[config.mk]
export PLATFORM = sky130hd
export DESIGN_NAME = rotate_flip_address_generator
export DESIGN_NICKNAME = d
export VERILOG_FILES = /design/src/hw/rtl/rfag_pkg.sv /design/src/hw/rtl/rfag_cfg_regs.sv /design/src/hw/rtl/rfag_grid.sv /design/src/hw/rtl/rfag_map.sv /design/src/hw/rtl/rfag_walker.sv /design/src/hw/rtl/rotate_flip_address_generator.sv
export SDC_FILE = /design/constraint.sdc
export NUM_CORES = 1
export LEC_CHECK = 0
export ABC_AREA = 1
export BUFFER_PORTS_ARGS = -buffer_cell sky130_fd_sc_hd__clkbuf_2
export CELL_PAD_IN_SITES_DETAIL_PLACEMENT = 0
export CELL_PAD_IN_SITES_GLOBAL_PLACEMENT = 1
export CORE_ASPECT_RATIO = 0.6
export CORE_UTILIZATION = 41
export DETAILED_ROUTE_END_ITERATION = 10
export HOLD_SLACK_MARGIN = 0.12
export PLACE_DENSITY = 0.86
export SYNTH_ARGS = -nofsm -noshare
export SYNTH_HDL_FRONTEND = slang
export SYNTH_SLANG_ARGS = --single-unit
[constraint.sdc]
create_clock -name i_clk -period 7.7 [get_ports i_clk]
set_clock_uncertainty 0.05 [all_clocks]
set_input_delay 0.385 -clock i_clk [delete_from_list [all_inputs] [get_ports i_clk]]
set_output_delay 0.385 -clock i_clk [all_outputs]
set_load 0.01 [all_outputs]
[src/hw/rtl/rfag_pkg.sv]
`timescale 1ns / 1ps

package rfag_pkg;

    // Largest crop dimension; dimension registers carry one bit more than coordinates.
    localparam int MAX_DIM = 4096;
    localparam int DIM_W   = 13;
    localparam int COORD_W = 12;

    localparam logic [DIM_W-1:0] DIM_MAX = DIM_W'(MAX_DIM);
    localparam logic [DIM_W-1:0] DIM_ONE = DIM_W'(1);

    // Pixel format codes
    localparam logic [2:0] FMT_GREY   = 3'd0;
    localparam logic [2:0] FMT_RGB565 = 3'd1;
    localparam logic [2:0] FMT_XRGB32 = 3'd2;
    localparam logic [2:0] FMT_NV12   = 3'd3;
    localparam logic [2:0] FMT_NV16   = 3'd4;

    // Quarter-turn codes
    localparam logic [1:0] ROT_0   = 2'd0;
    localparam logic [1:0] ROT_90  = 2'd1;
    localparam logic [1:0] ROT_180 = 2'd2;
    localparam logic [1:0] ROT_270 = 2'd3;

    // Configuration register indexes
    typedef enum logic [2:0] {
        CFG_ROTATION    = 3'd0,
        CFG_FLIP_H      = 3'd1,
        CFG_FLIP_V      = 3'd2,
        CFG_PIXEL_FMT   = 3'd3,
        CFG_CROP_LEFT   = 3'd4,
        CFG_CROP_TOP    = 3'd5,
        CFG_CROP_WIDTH  = 3'd6,
        CFG_CROP_HEIGHT = 3'd7
    } t_cfg_idx;

    typedef struct packed {
        logic [1:0]         rotation;
        logic               flip_horizontal;
        logic               flip_vertical;
        logic [2:0]         pixel_format;
        logic [COORD_W-1:0] crop_left;
        logic [COORD_W-1:0] crop_top;
        logic [DIM_W-1:0]   crop_width;
        logic [DIM_W-1:0]   crop_height;
    } t_cfg;

    // Geometry of one plane
    typedef struct packed {
        logic [DIM_W-1:0]   gw;
        logic [DIM_W-1:0]   gh;
        logic [DIM_W-1:0]   ow;
        logic [DIM_W-1:0]   oh;
        logic [DIM_W-1:0]   fw;
        logic [DIM_W-1:0]   fh;
        logic [COORD_W-1:0] left;
        logic [COORD_W-1:0] top;
        logic [2:0]         bytes;
        logic               special;
    } t_grid;

    // One copy descriptor
    typedef struct packed {
        logic               active;
        logic               plane_index;
        logic [COORD_W-1:0] source_x;
        logic [COORD_W-1:0] source_y;
        logic [COORD_W-1:0] dest_x;
        logic [COORD_W-1:0] dest_y;
        logic [2:0]         sample_bytes;
        logic               last_of_plane;
        logic               last_of_frame;
    } t_desc;

    function automatic logic has_chroma(input logic [2:0] fmt);
        return (fmt == FMT_NV12) || (fmt == FMT_NV16);
    endfunction

endpackage

[src/hw/rtl/rfag_cfg_regs.sv]
`timescale 1ns / 1ps

module rfag_cfg_regs (
    input  logic                        i_clk,
    input  logic                        i_rst_n,
    input  logic                        i_wr,
    input  logic [2:0]                  i_index,
    input  logic [rfag_pkg::DIM_W-1:0]  i_data,
    output rfag_pkg::t_cfg              o_cfg
);
    import rfag_pkg::*;

    t_cfg r_cfg;

    always_ff @(posedge i_clk) begin
        if (!i_rst_n) begin
            r_cfg.rotation        <= ROT_0;
            r_cfg.flip_horizontal <= 1'b0;
            r_cfg.flip_vertical   <= 1'b0;
            r_cfg.pixel_format    <= FMT_GREY;
            r_cfg.crop_left       <= '0;
            r_cfg.crop_top        <= '0;
            r_cfg.crop_width      <= DIM_ONE;
            r_cfg.crop_height     <= DIM_ONE;
        end else if (i_wr) begin
            unique case (t_cfg_idx'(i_index))
                CFG_ROTATION:    r_cfg.rotation        <= i_data[1:0];
                CFG_FLIP_H:      r_cfg.flip_horizontal <= i_data[0];
                CFG_FLIP_V:      r_cfg.flip_vertical   <= i_data[0];
                CFG_PIXEL_FMT:   r_cfg.pixel_format    <= i_data[2:0];
                CFG_CROP_LEFT:   r_cfg.crop_left       <= i_data[COORD_W-1:0];
                CFG_CROP_TOP:    r_cfg.crop_top        <= i_data[COORD_W-1:0];
                CFG_CROP_WIDTH:  r_cfg.crop_width      <= i_data;
                CFG_CROP_HEIGHT: r_cfg.crop_height     <= i_data;
                default: ;
            endcase
        end
    end

    assign o_cfg = r_cfg;

endmodule

[src/hw/rtl/rfag_grid.sv]
`timescale 1ns / 1ps

module rfag_grid (
    input  rfag_pkg::t_cfg  i_cfg,
    input  logic            i_plane,
    output rfag_pkg::t_grid o_grid
);
    import rfag_pkg::*;

    logic [DIM_W-1:0] w;
    logic [DIM_W-1:0] h;
    logic             odd;
    logic             nv12;

    function automatic logic [DIM_W-1:0] clamp_dim(input logic [DIM_W-1:0] v);
        if (v == '0)
            return DIM_ONE;
        else if (v > DIM_MAX)
            return DIM_MAX;
        else
            return v;
    endfunction

    always_comb begin
        w    = clamp_dim(i_cfg.crop_width);
        h    = clamp_dim(i_cfg.crop_height);
        odd  = i_cfg.rotation[0];
        nv12 = (i_cfg.pixel_format == FMT_NV12);

        o_grid         = '0;
        o_grid.fw      = w;
        o_grid.fh      = h;
        o_grid.special = 1'b0;
        if (!i_plane) begin
            o_grid.gw   = w;
            o_grid.gh   = h;
            o_grid.left = i_cfg.crop_left;
            o_grid.top  = i_cfg.crop_top;
            case (i_cfg.pixel_format)
                FMT_RGB565: o_grid.bytes = 3'd2;
                FMT_XRGB32: o_grid.bytes = 3'd4;
                default:    o_grid.bytes = 3'd1;
            endcase
        end else begin
            o_grid.bytes = 3'd2;
            o_grid.gw    = w >> 1;
            o_grid.gh    = nv12 ? (h >> 1) : h;
            o_grid.left  = i_cfg.crop_left >> 1;
            o_grid.top   = nv12 ? (i_cfg.crop_top >> 1) : i_cfg.crop_top;
        end
        o_grid.ow = odd ? o_grid.gh : o_grid.gw;
        o_grid.oh = odd ? o_grid.gw : o_grid.gh;

        // NV16 quarter turn: chroma walked on a half-width output, every other source row
        if (i_plane && (i_cfg.pixel_format == FMT_NV16) && odd) begin
            o_grid.special = 1'b1;
            o_grid.ow      = h >> 1;
            o_grid.oh      = w;
        end
    end

endmodule

[src/hw/rtl/rfag_map.sv]
`timescale 1ns / 1ps

module rfag_map (
    input  rfag_pkg::t_cfg                i_cfg,
    input  rfag_pkg::t_grid               i_grid,
    input  logic [rfag_pkg::COORD_W-1:0]  i_dx,
    input  logic [rfag_pkg::COORD_W-1:0]  i_dy,
    output logic [rfag_pkg::COORD_W-1:0]  o_sx,
    output logic [rfag_pkg::COORD_W-1:0]  o_sy
);
    import rfag_pkg::*;

    // All arithmetic is modulo 4096, matching the wrap of the coordinate fields.
    logic [COORD_W-1:0] ow;
    logic [COORD_W-1:0] oh;
    logic [COORD_W-1:0] gw;
    logic [COORD_W-1:0] gh;
    logic [COORD_W-1:0] x;
    logic [COORD_W-1:0] y;
    logic [COORD_W-1:0] sx;
    logic [COORD_W-1:0] sy;

    always_comb begin
        ow = i_grid.ow[COORD_W-1:0];
        oh = i_grid.oh[COORD_W-1:0];
        gw = i_grid.gw[COORD_W-1:0];
        gh = i_grid.gh[COORD_W-1:0];
        x  = i_cfg.flip_horizontal ? (ow - COORD_W'(1) - i_dx) : i_dx;
        y  = i_cfg.flip_vertical   ? (oh - COORD_W'(1) - i_dy) : i_dy;

        if (i_grid.special) begin
            if (i_cfg.rotation == ROT_90) begin
                sx = i_dy >> 1;
                sy = i_grid.fh[COORD_W-1:0] - COORD_W'(2) - {i_dx[COORD_W-2:0], 1'b0};
            end else begin
                sx = i_grid.fw[DIM_W-1:1] - COORD_W'(1) - (i_dy >> 1);
                sy = {i_dx[COORD_W-2:0], 1'b0};
            end
        end else begin
            case (i_cfg.rotation)
                ROT_0: begin
                    sx = x;
                    sy = y;
                end
                ROT_90: begin
                    sx = y;
                    sy = gh - COORD_W'(1) - x;
                end
                ROT_180: begin
                    sx = gw - COORD_W'(1) - x;
                    sy = gh - COORD_W'(1) - y;
                end
                default: begin
                    sx = gw - COORD_W'(1) - y;
                    sy = x;
                end
            endcase
        end
        o_sx = sx + i_grid.left;
        o_sy = sy + i_grid.top;
    end

endmodule

[src/hw/rtl/rfag_walker.sv]
`timescale 1ns / 1ps

module rfag_walker (
    input  logic            i_clk,
    input  logic            i_rst_n,
    input  logic            i_step,
    input  logic            i_restart,
    input  rfag_pkg::t_cfg  i_cfg,
    output rfag_pkg::t_desc o_desc
);
    import rfag_pkg::*;

    logic               r_running;
    logic               r_plane;
    logic [COORD_W-1:0] r_col;
    logic [DIM_W-1:0]   r_row;   // may sit one past the last row until the plane ends

    logic               n_running;
    logic               n_plane;
    logic [COORD_W-1:0] n_col;
    logic [DIM_W-1:0]   n_row;

    t_grid              grid0;
    t_grid              grid1;
    t_grid              grid_e;

    logic               chroma;
    logic               exists1;
    logic               run_s;
    logic               plane_s;
    logic [COORD_W-1:0] col_s;
    logic [DIM_W-1:0]   row_s;
    logic               inside_s;
    logic               to_chroma;
    logic               emit;
    logic               plane_e;
    logic [COORD_W-1:0] col_e;
    logic [DIM_W-1:0]   row_e;
    logic               lp;
    logic               lf;
    logic [DIM_W-1:0]   col_inc;
    logic [COORD_W-1:0] sx;
    logic [COORD_W-1:0] sy;

    rfag_grid u_grid0 (
        .i_cfg   (i_cfg),
        .i_plane (1'b0),
        .o_grid  (grid0)
    );

    rfag_grid u_grid1 (
        .i_cfg   (i_cfg),
        .i_plane (1'b1),
        .o_grid  (grid1)
    );

    always_comb begin
        chroma  = has_chroma(i_cfg.pixel_format);
        exists1 = chroma && (grid1.ow != '0) && (grid1.oh != '0);

        // restart overrides the walk position
        run_s   = i_restart | r_running;
        plane_s = i_restart ? 1'b0 : r_plane;
        col_s   = i_restart ? '0 : r_col;
        row_s   = i_restart ? '0 : r_row;

        if (plane_s)
            inside_s = chroma && ({1'b0, col_s} < grid1.ow) && (row_s < grid1.oh);
        else
            inside_s = ({1'b0, col_s} < grid0.ow) && (row_s < grid0.oh);

        // position fell off plane 0: go on at the chroma origin if there is one
        to_chroma = !inside_s && !plane_s && exists1;
        emit      = run_s && (inside_s || to_chroma);
        plane_e   = to_chroma ? 1'b1 : plane_s;
        col_e     = to_chroma ? '0 : col_s;
        row_e     = to_chroma ? '0 : row_s;
        grid_e    = plane_e ? grid1 : grid0;

        lp = ({1'b0, col_e} == grid_e.ow - DIM_ONE) && (row_e == grid_e.oh - DIM_ONE);
        lf = lp && (plane_e || !exists1);

        col_inc = {1'b0, col_e} + DIM_ONE;
    end

    rfag_map u_map (
        .i_cfg  (i_cfg),
        .i_grid (grid_e),
        .i_dx   (col_e),
        .i_dy   (row_e[COORD_W-1:0]),
        .o_sx   (sx),
        .o_sy   (sy)
    );

    always_comb begin
        n_running = r_running;
        n_plane   = r_plane;
        n_col     = r_col;
        n_row     = r_row;
        if (i_step) begin
            n_plane = plane_e;
            if (!emit || lf) begin
                n_running = 1'b0;
                n_col     = col_e;
                n_row     = row_e;
            end else begin
                n_running = 1'b1;
                if (col_inc >= grid_e.ow) begin
                    n_col = '0;
                    n_row = row_e + DIM_ONE;
                end else begin
                    n_col = col_inc[COORD_W-1:0];
                    n_row = row_e;
                end
            end
        end
    end

    always_ff @(posedge i_clk) begin
        if (!i_rst_n) begin
            r_running <= 1'b0;
            r_plane   <= 1'b0;
            r_col     <= '0;
            r_row     <= '0;
        end else begin
            r_running <= n_running;
            r_plane   <= n_plane;
            r_col     <= n_col;
            r_row     <= n_row;
        end
    end

    always_comb begin
        o_desc = '0;
        if (emit) begin
            o_desc.active        = 1'b1;
            o_desc.plane_index   = plane_e;
            o_desc.source_x      = sx;
            o_desc.source_y      = sy;
            o_desc.dest_x        = col_e;
            o_desc.dest_y        = row_e[COORD_W-1:0];
            o_desc.sample_bytes  = grid_e.bytes;
            o_desc.last_of_plane = lp;
            o_desc.last_of_frame = lf;
        end
    end

endmodule

[src/hw/rtl/rotate_flip_address_generator.sv]
`timescale 1ns / 1ps

// Channel  | Direction | Handshake              | Payload
// ---------+-----------+------------------------+--------------------------------------------
// in       | sink      | i_in_valid / o_in_stall  | i_restart
// out      | source    | o_out_valid / i_out_stall| o_active, o_plane_index, o_source_x/y,
//          |           |                        | o_dest_x/y, o_sample_bytes, o_last_of_*
// cfg      | sink      | i_cfg_valid / o_cfg_ready| i_cfg_index, i_cfg_data
//
// One step token in, one descriptor out; a new token is taken every cycle unless o_in_stall is high.
// A token passes through the token register, then the walk/map logic into the result register.
// The walk position update is a loop through the walk registers (counter increment and grid compare).
// Synchronous active-low reset clears the walk (idle) and loads register reset values.
// A stalled result holds in the output register; the token stage fills behind it and
// stalls only when both stages are full. Config is always ready.

module rotate_flip_address_generator (
    input  logic                         i_clk,
    input  logic                         i_rst_n,
    // step tokens
    input  logic                         i_in_valid,
    output logic                         o_in_stall,
    input  logic                         i_restart,
    // descriptors
    output logic                         o_out_valid,
    input  logic                         i_out_stall,
    output logic                         o_active,
    output logic                         o_plane_index,
    output logic [rfag_pkg::COORD_W-1:0] o_source_x,
    output logic [rfag_pkg::COORD_W-1:0] o_source_y,
    output logic [rfag_pkg::COORD_W-1:0] o_dest_x,
    output logic [rfag_pkg::COORD_W-1:0] o_dest_y,
    output logic [2:0]                   o_sample_bytes,
    output logic                         o_last_of_plane,
    output logic                         o_last_of_frame,
    // register writes
    input  logic                         i_cfg_valid,
    output logic                         o_cfg_ready,
    input  logic [2:0]                   i_cfg_index,
    input  logic [rfag_pkg::DIM_W-1:0]   i_cfg_data
);
    import rfag_pkg::*;

    t_cfg  cfg;
    t_desc desc;

    logic  r_in_valid;
    logic  r_restart;
    logic  r_out_valid;
    t_desc r_desc;

    logic  advance;   // token moves into the result register this cycle

    assign o_cfg_ready = 1'b1;

    rfag_cfg_regs u_cfg (
        .i_clk   (i_clk),
        .i_rst_n (i_rst_n),
        .i_wr    (i_cfg_valid && o_cfg_ready),
        .i_index (i_cfg_index),
        .i_data  (i_cfg_data),
        .o_cfg   (cfg)
    );

    assign advance    = r_in_valid && (!r_out_valid || !i_out_stall);
    assign o_in_stall = r_in_valid && !advance;

    rfag_walker u_walker (
        .i_clk     (i_clk),
        .i_rst_n   (i_rst_n),
        .i_step    (advance),
        .i_restart (r_restart),
        .i_cfg     (cfg),
        .o_desc    (desc)
    );

    // token stage
    always_ff @(posedge i_clk) begin
        if (!i_rst_n) begin
            r_in_valid <= 1'b0;
        end else if (!o_in_stall) begin
            r_in_valid <= i_in_valid;
        end
    end

    always_ff @(posedge i_clk) begin
        if (i_in_valid && !o_in_stall) begin
            r_restart <= i_restart;
        end
    end

    // result stage
    always_ff @(posedge i_clk) begin
        if (!i_rst_n) begin
            r_out_valid <= 1'b0;
        end else if (advance) begin
            r_out_valid <= 1'b1;
        end else if (!i_out_stall) begin
            r_out_valid <= 1'b0;
        end
    end

    always_ff @(posedge i_clk) begin
        if (advance) begin
            r_desc <= desc;
        end
    end

    assign o_out_valid     = r_out_valid;
    assign o_active        = r_desc.active;
    assign o_plane_index   = r_desc.plane_index;
    assign o_source_x      = r_desc.source_x;
    assign o_source_y      = r_desc.source_y;
    assign o_dest_x        = r_desc.dest_x;
    assign o_dest_y        = r_desc.dest_y;
    assign o_sample_bytes  = r_desc.sample_bytes;
    assign o_last_of_plane = r_desc.last_of_plane;
    assign o_last_of_frame = r_desc.last_of_frame;

endmodule

==> flow_metrics.env, run 1 <==
export IMPL_drive_gt1_frac=0.230
export IMPL_rr_startpoint="u_cfg.o_cfg[5]"
export IMPL_p_clk_frac=0.249
export IMPL_critical_path_max_stage_delay_ns=0.33
export IMPL_crit_type="reg2reg"
export IMPL_wirelength_um=75700
export IMPL_die_w_um=262
export IMPL_finalPower_uw=3500
export IMPL_p_seq_frac=0.239
export IMPL_num_vias=20048
export IMPL_cts_tree="yes"
export IMPL_htree_levels=4
export IMPL_whs_path_depth=3
export IMPL_clock_root_buffer="clkbuf_16"
export IMPL_drv_cap=0
export IMPL_grt_remaining_overflow=0
export IMPL_syn_to_final_growth_pct=29.1
export IMPL_clk_pin_slew_worst_paths_ns=0.07
export IMPL_timing_setup_tns_ns=0
export IMPL_top_layer="met4"
export IMPL_drcViolationCount=0
export IMPL_hpwl_um=61900
export IMPL_netlist_area_leader_share=0.141
export IMPL_setup_viol=0
export IMPL_yosys_top_cells_area="nand2_1 14%, ha_1 12%, dfxtp_1 10%"
export IMPL_finalHoldViolCount=0
export IMPL_r2r_cells=55
export IMPL_gp_congestion=1.09
export IMPL_core_rowCount=56
export IMPL_critPathRequiredTime_ns=7.87
export IMPL_ys_types=60
export IMPL_clk_path_buf_depth=2
export IMPL_dr_pass1_iters=6
export IMPL_ant_nets=0
export IMPL_rsz0062_at_grt="yes"
export IMPL_wl_per_cell_um=21.0
export IMPL_crit_top_cell="nand2_1"
export IMPL_cp_max_fo=7
export IMPL_synth_area_leader_cell="nand2_1"
export IMPL_post_route_period_util=0.987
export IMPL_yosys_warnings=0
export IMPL_endpoint_kind="flip-flop"
export IMPL_cts_buffers=17
export IMPL_viasPerCell=5.55
export IMPL_antenna_found_initial=1
export IMPL_min_path_type="in2reg"
export IMPL_ys_ff_latch=142
export IMPL_m1WireLength_um=36100
export IMPL_drt_initial_drc_count=2626
export IMPL_synth_main_ff_cell="dfxtp_1"
export IMPL_leakage_uw=0.0111
export IMPL_rr_endpoint="o_source_x[11]"
export IMPL_p_sw_frac=0.437
export IMPL_ys_seq_area_frac=0.205
export IMPL_peakVddDrop_mv=0.0974
export IMPL_cp_slowest_cell="dfxtp_2"
export IMPL_worst_slew_pin_slew_ns=1.06
export IMPL_outcome="complete, no violations"
export IMPL_layout_nets=3267
export IMPL_io_buffers=78
export IMPL_arrival_ns=7.77
export IMPL_syn_area_per_cell_um2=6.16
export IMPL_pin_count=80
export IMPL_holdPathEnd="r_in_valid"
export IMPL_grt_first_pass_wirelength_um=109000
export IMPL_slew_violations=0
export IMPL_die_area_mm2=0.0414
export IMPL_internal_power_uw=1970
export IMPL_grt_pass1_vias=17384
export IMPL_whs_ns=0.154
export IMPL_synth_edf_count=56
export IMPL_die_h_um=158
export IMPL_initial_core_util=0.421
export IMPL_p_per_area_mw_per_mm2=163
export IMPL_syn_inst=2699
export IMPL_syn_cell_area_mm2=0.0166
export IMPL_power_combinational_fraction=0.512
export IMPL_post_synth_top_count_cell="nand2_1"
export IMPL_grt_usage=0.359
export IMPL_r2r_setup_slack_ns=0.10
export IMPL_cp_start_kind="flip-flop"
export IMPL_synth_top_cells_by_count="625 x nand2_1, 401 x inv_1, 327 x nor2_1, 247 x o21ai_0, 179 x a21oi_1"
export IMPL_clock_sinks=142
export IMPL_syn_num_nets=2891
export IMPL_p_switching_uw=1530
export IMPL_clk_latency_ns=0.47
export IMPL_core_mm2=0.0395
export IMPL_min_from="i_in_valid"
export IMPL_grt_max_degree=58
export IMPL_wl_met3_um=10200
export IMPL_clock_fmax_mhz=132
export IMPL_relSlewSlack=0.296
export IMPL_wl_met2_um=27900
export IMPL_synthArstFlopShare=0
export IMPL_fin_crit_ns=7.60
[registers in the layout, summed over array words and instances, names as in the netlist, 3 cells and up]
| register | cells |
|---|---|
| u_cfg.o_cfg | 57 |
| u_walker.r_row | 13 |
| o_dest_x | 12 |
| o_dest_y | 12 |
| o_source_x | 12 |
| o_source_y | 12 |
| u_walker.r_col | 12 |
| o_sample_bytes | 3 |
[cell usage in the layout (no fill, tap or decap), types with 34 or more instances in the layout]
cell	n
dfxtp_1	85
o21ai_0	195
clkbuf_2	78
buf_4	360
xor2_1	67
nor3_1	46
inv_1	381
edfxtp_1	56
inv_2	34
nor2_1	315
nand3_1	136
o21ai_1	52
nand2_1	590
ha_1	149
a21oi_1	149
[metrics by stage]
stage | cells | util | worst slack, ns | cell area (µm²)
final | 3612 | 0.543 | 0.103 | 21500
after global routing | 3610 | 0.543 | -0.374 | 21500
after CTS | 3592 | 0.522 | 0.00101 | 20600
after detailed placement | 3550 | 0.502 | -0.728 | 19800
after global placement | 3550 | 0.502 | -0.584 | 19800
after floorplan | 2699 | - | 0.0692 | 16600
[final cells by class]
type                       instances  area, µm²
clock buffer                      17        425
inverter                         422       1580
timing repair buffer             455       3320
sequential                       142       3400
fill                            3966      18100
clock inverter                    15        151
multi-input combinational       2037      11900
antenna                            2       5.00
tap                              522        653
[kinds of logic (layout without fill, tap and decap cells)]
| logic type | Yosys count | after routing | synth area share |
|---|---|---|---|
| compound gates | 540 | 540 | 0.178 |
| simple gates | 1221 | 1222 | 0.306 |
| xor+xnor | 93 | 93 | 0.0490 |
| mux | 11 | 11 | 0.00662 |
| fa+ha+maj | 170 | 170 | 0.131 |
| other cells | 1 | 3 | 0.000226 |
| buf+inv | 521 | 909 | 0.125 |
| flops | 142 | 142 | 0.205 |
[worst max path at each step]
stage | from | slack (ns) | endpoint
after floorplan | u_cfg.o_cfg[55] | 0.07 | o_source_x[11]
after global placement | u_cfg.o_cfg[21] | -0.58 | o_source_y[11]
after detailed placement | u_cfg.o_cfg[21] | -0.73 | o_source_y[11]
after CTS | u_cfg.o_cfg[2] | 0.001 | o_source_y[11]
after global routing | u_cfg.o_cfg[5] | -0.37 | o_source_y[11]
final | u_cfg.o_cfg[5] | 0.10 | o_source_x[11]
[routing by layer]
layer,vias up,track usage
met5,-,0
met1,9365,0.545
met2,1070,0.448
met4,0,0.0859
li1,9519,-
met3,94,0.146
[power by group through the flow]
stage | Sequential, µW | Clock [µW] | Combinational [µW]
final | 838 | 871 | 1790
after global routing | 841 | 902 | 1940
after CTS | 837 | 876 | 1620
after detailed placement | 854 | 0 | 1580
after global placement | 853 | 0 | 1550
after floorplan | 861 | 0 | 963
[worst max-delay path: cells and delay by family, from the launching register on]
kind                       cells  cell delay (ns)
adders and majority gates      5             1.24
buffers and inverters         11             1.39
and+or+nand+nor               25             2.63
xor gates and xnor gates       2             0.18
AOI/OAI and AO/OA             12             1.52
DFF                            1             0.33
[timing repair]
action / in CTS / in global routing
gates resized for setup: 46 / 211
gates cloned: 1 / 0
hold endpoints to repair: 1 / 0
pin swaps: 16 / 90
buffers inserted: 8 / 18
setup endpoints to repair: 10 / 39
hold buffers: 1 / 0
Note: power is estimated with default switching activity, not from simulation.
==> run 2: changes to the inputs <==
Settings changed: SETUP_SLACK_MARGIN from default to 0.4.
==> run 2 against run 1 <==
  * Critical path depth down 2
  * Final cell count up 2.3%
  * Register-to-register slack worse by 0.05 ns
  * Worst setup slack worse by 0.047 ns
  * Global-route usage up 2.8 points
  * Count of clock-buffer cells in the layout unchanged
  * Critical endpoint unchanged
  * Largest cell class unchanged
  * Highest routed layer is now met5
==> flow_metrics.env, run 2 (synthesis gave the netlist of run 1 again) <==
export IMPL_rsz0062_at_grt="yes"
export IMPL_cp_slowest_cell="fa_2"
export IMPL_endpoint_kind="flip-flop"
export IMPL_cp_max_fo=6
export IMPL_slew_violations=0
export IMPL_drv_cap=0
export IMPL_finalHoldViolCount=0
export IMPL_die_w_um=262
export IMPL_die_h_um=158
export IMPL_outcome="complete, no violations"
export IMPL_grt_max_degree=61
export IMPL_clk_pin_slew_worst_paths_ns=0.08
export IMPL_worst_slew_pin_slew_ns=1.12
export IMPL_clk_latency_ns=0.47
export IMPL_critPathRequiredTime_ns=7.87
export IMPL_timing_setup_tns_ns=0
export IMPL_dp_cells=3596
export IMPL_wl_per_cell_um=21.9
export IMPL_drt_initial_drc_count=2666
export IMPL_peakVddDrop_mv=0.123
export IMPL_htree_levels=4
export IMPL_relSlewSlack=0.251
export IMPL_cp_start_kind="flip-flop"
export IMPL_initial_core_util=0.421
export IMPL_gp_congestion=1.07
export IMPL_diodes=0
export IMPL_syn_to_final_growth_pct=35.1
export IMPL_drive_gt1_frac=0.259
export IMPL_grt_remaining_overflow=0
export IMPL_placed_area_mm2=0.0202
export IMPL_die_area_mm2=0.0414
export IMPL_drcViolationCount=0
export IMPL_pin_count=80
export IMPL_clock_sinks=142
export IMPL_design_area_mm2=0.0225
export IMPL_min_path_type="in2reg"
export IMPL_post_route_period_util=0.993
export IMPL_dr_pass1_iters=6
export IMPL_hpwl_um=64600
export IMPL_arrival_ns=7.82
export IMPL_num_vias=20486
export IMPL_io_buffers=78
export IMPL_p_per_area_mw_per_mm2=162
export IMPL_critical_path_max_stage_delay_ns=0.42
export IMPL_stdcell_count=3695
export IMPL_dp_slack_ns=-0.698
export IMPL_core_rowCount=56
export IMPL_ant_nets=0
export IMPL_post_route_util=0.568
export IMPL_antenna_found_initial=3
export IMPL_clock_fmax_mhz=131
export IMPL_wirelength_um=80900
export IMPL_mostFrequentLayoutCells="600 x nand2_1, 435 x buf_4, 383 x inv_1"
export IMPL_core_mm2=0.0395
export IMPL_crit_top_cell="nand2_1"
export IMPL_setup_viol=0
export IMPL_cts_tree="yes"
export IMPL_fin_crit_ns=7.64
export IMPL_final_common_cell="nand2_1"
export IMPL_viasPerCell=5.54
export IMPL_grt_usage=0.386
export IMPL_largest_reg_flops=57
export IMPL_grt_pass1_vias=18208
export IMPL_fin_ws_ns=0.0561
export IMPL_cts_buffers=17
export IMPL_leakage_uw=0.0116
export IMPL_fill_cells=4003
export IMPL_clk_path_buf_depth=2
export IMPL_crit_type="reg2reg"
export IMPL_clock_root_buffer="clkbuf_16"
export IMPL_grt_first_pass_wirelength_um=116000
export IMPL_layout_nets=3352
## run 2: critical path: cells and delay by family, from the launching register on
family | cells | cell delay (ns)
AOI/OAI and AO/OA | 17 | 2.33
and+or+nand+nor | 21 | 2.26
adders and majority gates | 5 | 1.44
buffers and inverters | 9 | 0.85
DFF | 1 | 0.33
xor gates and xnor gates | 1 | 0.12
## run 2: repair_timing
action,in CTS,in global routing
endpoints found under the hold margin,1,0
hold buffers,1,0
buffers inserted,42,23
resized for setup,141,161
gates cloned,1,0
endpoints found under the setup margin,21,40
pin swaps,67,90
## run 2: stage by stage
| step | hold slack, ns | total power, µW |
|---|---|---|
| after floorplan | 0.389 | 1830 |
| after global placement | 0.400 | 2420 |
| after detailed placement | 0.408 | 2440 |
| after CTS | 0.133 | 3470 |
| after global routing | 0.145 | 3800 |
| final | 0.139 | 3630 |
## run 2: final cells by class
type                    instances  area, µm²  share of cell area
clock buffers                  17        425              0.0189
clock inverters                15        209             0.00930
inverters                     422       1590              0.0708
multi-input cells            2036      12100               0.539
flip-flops and latches        142       3410               0.152
well taps                     522        653              0.0291
repair buffers                541       4060               0.181
## run 2: path summary, 6_finish.rpt
kind | from | end | slack (ns) | cells past startpoint
setup reg to reg | u_cfg.o_cfg[5] | o_source_x[11] | 0.06 | 53
setup / recovery | u_cfg.o_cfg[5] | o_source_x[11] | 0.06 | 53
hold / removal | i_in_valid | r_in_valid | 0.14 | 3
hold reg to reg | u_walker.r_row[1] | u_walker.r_row[1] | 0.42 | 2
## run 2: metal layers
layer  global-route usage  wire, µm  up-vias  share of wire
met4               0.0884      1700        2          0.021
met1                0.602     38200     9586           0.47
met3               0.0972     10900      102           0.13
met5                    0        13        -        0.00016
met2                0.513     30100     1126           0.37
li1                     -         -     9670              -
## run 2: power by group
| part | internal [µW] | total [µW] | leakage, µW | switching (µW) |
|---|---|---|---|---|
| Sequential | 822 | 838 | 0.00126 | 16.3 |
| Clock | 448 | 936 | 0.000303 | 488 |
| Combinational | 727 | 1850 | 0.0101 | 1130 |
| Total | 2000 | 3630 | 0.0116 | 1630 |
